[src/sv/interval_selection_with_gap_defines.svh]
// Assertion macros used by the interval selection datapath.
`ifndef INTERVAL_SELECTION_WITH_GAP_DEFINES_SVH
`define INTERVAL_SELECTION_WITH_GAP_DEFINES_SVH

// Same-cycle implication, checked outside reset.
`define ISG_ASSERT_IMPL(label, clk, rst, ante, cons) \
   label: assert property (@(posedge clk) disable iff (rst) (ante) |-> (cons)) \
      else $error("interval selection check failed");

// Next-cycle implication, checked outside reset.
`define ISG_ASSERT_NEXT(label, clk, rst, ante, cons) \
   label: assert property (@(posedge clk) disable iff (rst) (ante) |=> (cons)) \
      else $error("interval selection check failed");

`endif

[src/sv/isg_pkg.sv]
// Types and constants shared by the interval selection modules.
package isg_pkg;
   localparam int HourW  = 5;
   localparam int MinW   = 6;
   localparam int DurW   = 11;
   localparam int StartW = 11;
   localparam int EndW   = 12;
   localparam int ThrW   = 13;
   localparam int GapW   = 10;
   localparam int CountW = 9;

   localparam logic [GapW-1:0] GapReset       = 10'd10;
   localparam logic [6:0]      MinutesPerHour = 7'd60;

   typedef enum logic [2:0] {
      ST_LOAD,
      ST_ISSUE,
      ST_DRAIN,
      ST_DECIDE,
      ST_OUT
   } state_type;

   typedef struct packed {
      logic load;
      logic pass_start;
      logic issue;
      logic decide;
      logic out_load;
   } cmd_type;

   typedef struct packed {
      logic last_addr;
      logic found;
      logic out_free;
   } status_type;
endpackage

[src/sv/isg_ctrl.sv]
// Controller state machine: loading, selection passes and result hand-off.
module isg_ctrl (
   input  logic               clock,
   input  logic               reset,
   input  logic               req_valid,
   input  logic               req_last_item,
   output logic               req_ready,
   input  isg_pkg::status_type status,
   output isg_pkg::cmd_type    cmd
);
   import isg_pkg::*;

   state_type state_ff, state_in;

   always_ff @(posedge clock) begin
      if (reset) begin
         state_ff <= ST_LOAD;
      end else begin
         state_ff <= state_in;
      end
   end

   always_comb begin
      state_in  = state_ff;
      cmd       = '0;
      req_ready = 1'b0;
      unique case (state_ff)
         ST_LOAD: begin
            req_ready = 1'b1;
            if (req_valid) begin
               cmd.load = 1'b1;
               if (req_last_item) begin
                  cmd.pass_start = 1'b1;
                  state_in       = ST_ISSUE;
               end
            end
         end
         ST_ISSUE: begin
            cmd.issue = 1'b1;
            if (status.last_addr) begin
               state_in = ST_DRAIN;
            end
         end
         ST_DRAIN: begin
            state_in = ST_DECIDE;
         end
         ST_DECIDE: begin
            // Another interval was picked, so run one more pass above the new threshold.
            if (status.found) begin
               cmd.decide     = 1'b1;
               cmd.pass_start = 1'b1;
               state_in       = ST_ISSUE;
            end else begin
               state_in = ST_OUT;
            end
         end
         ST_OUT: begin
            if (status.out_free) begin
               cmd.out_load = 1'b1;
               state_in     = ST_LOAD;
            end
         end
         default: begin
            state_in = ST_LOAD;
         end
      endcase
   end
endmodule

[config.mk]
export PLATFORM = sky130hd
export DESIGN_NAME = isg_ctrl
export DESIGN_NICKNAME = d
export VERILOG_FILES = /design/src/sv/interval_selection_with_gap_defines.svh /design/src/sv/isg_pkg.sv /design/src/sv/isg_ctrl.sv
export SDC_FILE = /design/constraint.sdc
export NUM_CORES = 1
export LEC_CHECK = 0
export ABC_AREA = 0
export ABC_CLOCK_PERIOD_IN_PS = 1400
export BUFFER_PORTS_ARGS = -buffer_cell sky130_fd_sc_hd__buf_2
export CELL_PAD_IN_SITES_DETAIL_PLACEMENT = 1
export CELL_PAD_IN_SITES_GLOBAL_PLACEMENT = 2
export CORE_AREA = 2 2 39 41
export DETAILED_ROUTE_END_ITERATION = 8
export DIE_AREA = 0 0 41 43
export HOLD_SLACK_MARGIN = 0.12
export PLACE_DENSITY = 0.72
export SYNTH_ARGS = -nofsm -noshare
export SYNTH_HDL_FRONTEND = slang
export SYNTH_SLANG_ARGS = --single-unit
[constraint.sdc]
create_clock -name clock -period 1.4 [get_ports clock]
set_clock_uncertainty 0.2 [all_clocks]
set_input_delay 0.21 -clock clock [delete_from_list [all_inputs] [get_ports clock]]
set_output_delay 0.21 -clock clock [all_outputs]
set_load 0.01 [all_outputs]
# Yosys cells after proc, flatten, opt, wreduce, memory -nomap -nowiden

Index checks and enable logic that the tools add are counted.

Bits in registers: 3
Logic and storage cells: 27

Equal/unequal tests: 8
Muxes and demuxes: 16
Reduce and logical (&&, ||, !) cells: 2

Operators by type and width:

| cell                                                | number |
|---|---|
| two-way mux 3 bit                                   | 5 |
| case mux 3 bit (5 select lines)                     | 1 |
| two-way mux 1 bit                                   | 8 |
| inequality test 2 bit, second input constant        | 4 |
| equality test 3 x 2 -> 1 bit, second input constant | 2 |
| AND reduction 4 bit                                 | 1 |
| equality test 3 x 1 -> 1 bit, second input constant | 1 |
| equality test 3 bit, second input constant          | 1 |
| logical NOT 3 bit                                   | 1 |
| two-way mux 2 bit                                   | 1 |
| case mux 1 bit (2 select lines)                     | 1 |

# Depth between registers and ports, before layout

Depth in word-level cells: 3
Depth in mapped cells: 4

# Worst setup path before layout

Ideal clock, no wire load.

Kind: register to output
Start: reg state_ff[1]
End: out cmd[3] (netlist name)
Data arrival time: 0.943 ns
Slack: 0.047 ns
Cell stages (with the launch flop): 4
Buffers on the path: 1
Cells stage by stage: dfxtp_1 -> buf_2 -> nor3_2 -> a31o_1

RTL lines:

| what                   | line           | text |
|---|---|---|
| start, declared        | isg_ctrl.sv:13 | `state_type state_ff, state_in;` |
| start signal, assigned | isg_ctrl.sv:19 | `state_ff <= state_in;` |
| end, declared          | isg_ctrl.sv:9  | `output isg_pkg::cmd_type cmd` |

==> run_results.csv <==
group,metric,value,unit
status,status,"complete, but fails checks",
status,violations,"setup timing",
yosys,synthDistinctLibCells,20,
clock_network,htree_levels,1,
power_and_ir_drop,p_leak,0.199,nW
clock_network,worstSkewPairLatency,0.24,ns
sta,rsz0062_at_grt,"true",
yosys,yosys.area.top_type,"dfxtp_1",
die,start_util,16.1,%
sta,worst_slack,-0.135,ns
power_and_ir_drop,pwr-share-comb,24.2,%
yosys,synthTopCellsByCount,"3 x dfxtp_1, 3 x nor2_1",
power_and_ir_drop,power_density,811,nW/µm²
finish,fillerInstances,166,
clock_network,cts.path.max_buffers,2,
yosys,syn_nets,35,
worst_hold_path,hold_path.class,"input port to flop",
power_and_ir_drop,p_int,0.242,mW
setup_path,crit_arrival,1.12,ns
setup_path,critPathLaunchType,"flop",
placement,place.gp.congestion,0.668,
setup_path,r2r-start,"state_ff[2]",
yosys,synth_seq_area_share,27.0,%
power_and_ir_drop,net-switching-power,0.0958,mW
sta,maxSlewViolCount,0,
clock_network,numCtsBuffers,3,
die,coreArea,1380,µm²
die,dieArea,1760,µm²
grt,grt_overflow,0,
run,cap_violations,0,
finish,top_regs,"state_ff: 3 flops",
sta,setup_viol,5,
grt,grt_pass1_wl,1190,µm
worst_hold_path,hold_path.startpoint,"status[0]",
sta,worstMarginPinSlew,0.247,ns
die,fp.dieW,41,µm
setup_path,worstPathMaxFanout,4,
clock_network,path_clk_slew,0.04,ns
clock_network,cts_tree,"yes",
yosys,syn_area,223,µm²
clock_network,cts_sinks,3,
power_and_ir_drop,ir_drop,199,µV
drt,viasPerCell,4.52,
drt,routed_wl,758,µm
finish,layout-drive-gt1-share,53.1,%
power_and_ir_drop,power.share.clock,47.4,%
setup_path,slowest_delay,0.37,ns
setup_path,slowest_stage,"dfxtp_4",
setup_path,crit_type,"flop to output pin",
drt,vias,294,
sta,slew_headroom,83.4,%
drt,drtPass1Iterations,4,
yosys,synthTopCellsByArea,"dfxtp_1 27%, and4bb_1 5.6%, buf_6 5.1%, mux2_2 5.1%, nor2_1 5.1%",
drt,drt_iter0_drc,5,
sta,hold_viol_final,0,
die,pin_count,13,
placement,hpwl,456,µm
setup_path,setup.worst_path.start,"state_ff[2]",
finish,instances_no_fill,65,
power_and_ir_drop,seqPwrFrac,28.5,%
yosys,synth.top_cell.area_share,27.0,%
yosys,ys_ff_latch,3,
drt,drc,0,
yosys,synth_edf_count,0,
setup_path,worst_ep_required_time,0.99,ns
sta,fin_crit_sh,110,%
setup_path,crit_family,"flip-flops",
finish,fin_nets,57,
finish,antenna_cells,0,
grt,track_usage,10.6,%
die,die_h,43,µm
setup_path,critical_path_buf_inv_count,1,
clock_network,cts_root_buf,"clkbuf_4",
yosys,synth.avg_cell_area,7.95,µm²
finish,largest_reg_flops,3,
grt,antenna_found_initial,0,
drt,wire_per_inst,11.7,µm
placement,io_buffers,12,
sta,max_freq,652,MHz
finish,top_register,"state_ff",
grt,grt_pass1_vias,303,
finish,area_growth_syn_to_layout,87.1,%
yosys,ys.flop_type,"dfxtp_1",
yosys,ys_warn_count,0,
power_and_ir_drop,p_sw_share,28.3,%
power_and_ir_drop,power,0.338,mW
sta,min_period,1.53,ns
drt,ant_nets,0,
die,fp-row-count,14,
setup_path,crit_path_end_kind,"output pin",
grt,grt_max_degree,10,
setup_path,crit_path_cell_trace,"and4b_1, a31o_1, buf_2",
yosys,synth-async-reset-ratio,0,%
placement,placedCellCount,55,
yosys,netlist_instances,28,
tightest hold or removal path: stages:
cell	delay [ns]
buf_2	0.09
inv_1	0.03
a31oi_1	0.16
a311oi_1	0.06
logic make-up after synthesis:
| logic type | after synthesis | synth area share [%] |
|---|---|---|
| buffers and inverters | 5 | 12.9 |
| and+or+nand+nor | 13 | 37.6 |
| AOI/OAI and AO/OA | 6 | 17.4 |
| muxes | 1 | 5.06 |
| DFF | 3 | 27.0 |
power groups by stage:
stage	combinational, mW	clock, mW	sequential (mW)
after floorplan	0.0396	0	0.0917
after global routing	0.0885	0.174	0.0969
final	0.0816	0.160	0.0963
after global placement	0.0546	0	0.100
after CTS	0.0716	0.160	0.0959
after detailed placement	0.0547	0	0.0999
placed cells by master, fill, tap and decap left out:
cell           synthesis  layout
and3_1                 1       1
inv_1                  2       2
nand2_1                2       2
and4b_1                1       1
and2_4                 0       1
nor3_4                 0       1
a31o_1                 1       1
buf_6                  1       1
mux2_2                 1       1
buf_2                  2      11
nor3b_2                0       1
clkbuf_4               0       3
nor2_1                 3       3
dfxtp_4                0       3
dlygate4sd3_1          0       5
clkbuf_1               0       1
a31oi_1                1       1
a21oi_1                2       2
nand3b_1               1       1
and4bb_1               1       1
nor3_2                 1       1
buf_4                  0       3
a311oi_1               1       1
o21ai_1                1       1
metrics by stage:
stage | util, % | hold WS, ns | setup TNS, ns | setup slack, ns | instance area (µm²)
2_1_floorplan | - | 0.0821 | 0 | 0.0472 | 223
3_3_place_gp | 21.4 | 0.211 | 0 | 0.0553 | 297
3_5_place_dp | 21.4 | 0.217 | 0 | 0.0488 | 297
4_1_cts | 28.1 | 0.164 | -0.339 | -0.129 | 389
5_1_grt | 30.1 | 0.192 | -0.576 | -0.169 | 417
6_report | 30.1 | 0.153 | -0.288 | -0.135 | 417
path summary, 6_finish.rpt:
check	cells after the start	endpoint	slack, ns
setup reg to reg	4	state_ff[2]	0.07
hold / removal	4	state_ff[2]	0.15
hold reg to reg	2	state_ff[1]	0.37
setup / recovery	3	cmd[3]	-0.13
per-layer routing:
metal	vias to the layer above	GRT usage [%]	wire length (µm)
met2	7	17.5	424
met5	-	0	0
met4	0	8.00	30
met1	142	10.3	289
li1	141	-	-
met3	4	3.14	14
cell type report:
class | instances | area (µm²) | share of cell area [%]
clock buffers | 4 | 26.3 | 6.31
inverters | 2 | 7.51 | 1.80
multi-input cells | 20 | 153 | 36.6
flip-flops and latches | 3 | 71.3 | 17.1
well taps | 16 | 20.0 | 4.80
repair buffers | 20 | 139 | 33.3
what timing repair did:
action / CTS / global route
hold endpoints to repair: 3 / 0
pin swaps: 0 / 3
setup buffers: 1 / 0
setup endpoints to repair: 6 / 8
resized for setup: 5 / 6
hold buffers: 5 / 0
Power figures use the tool's default switching activity.
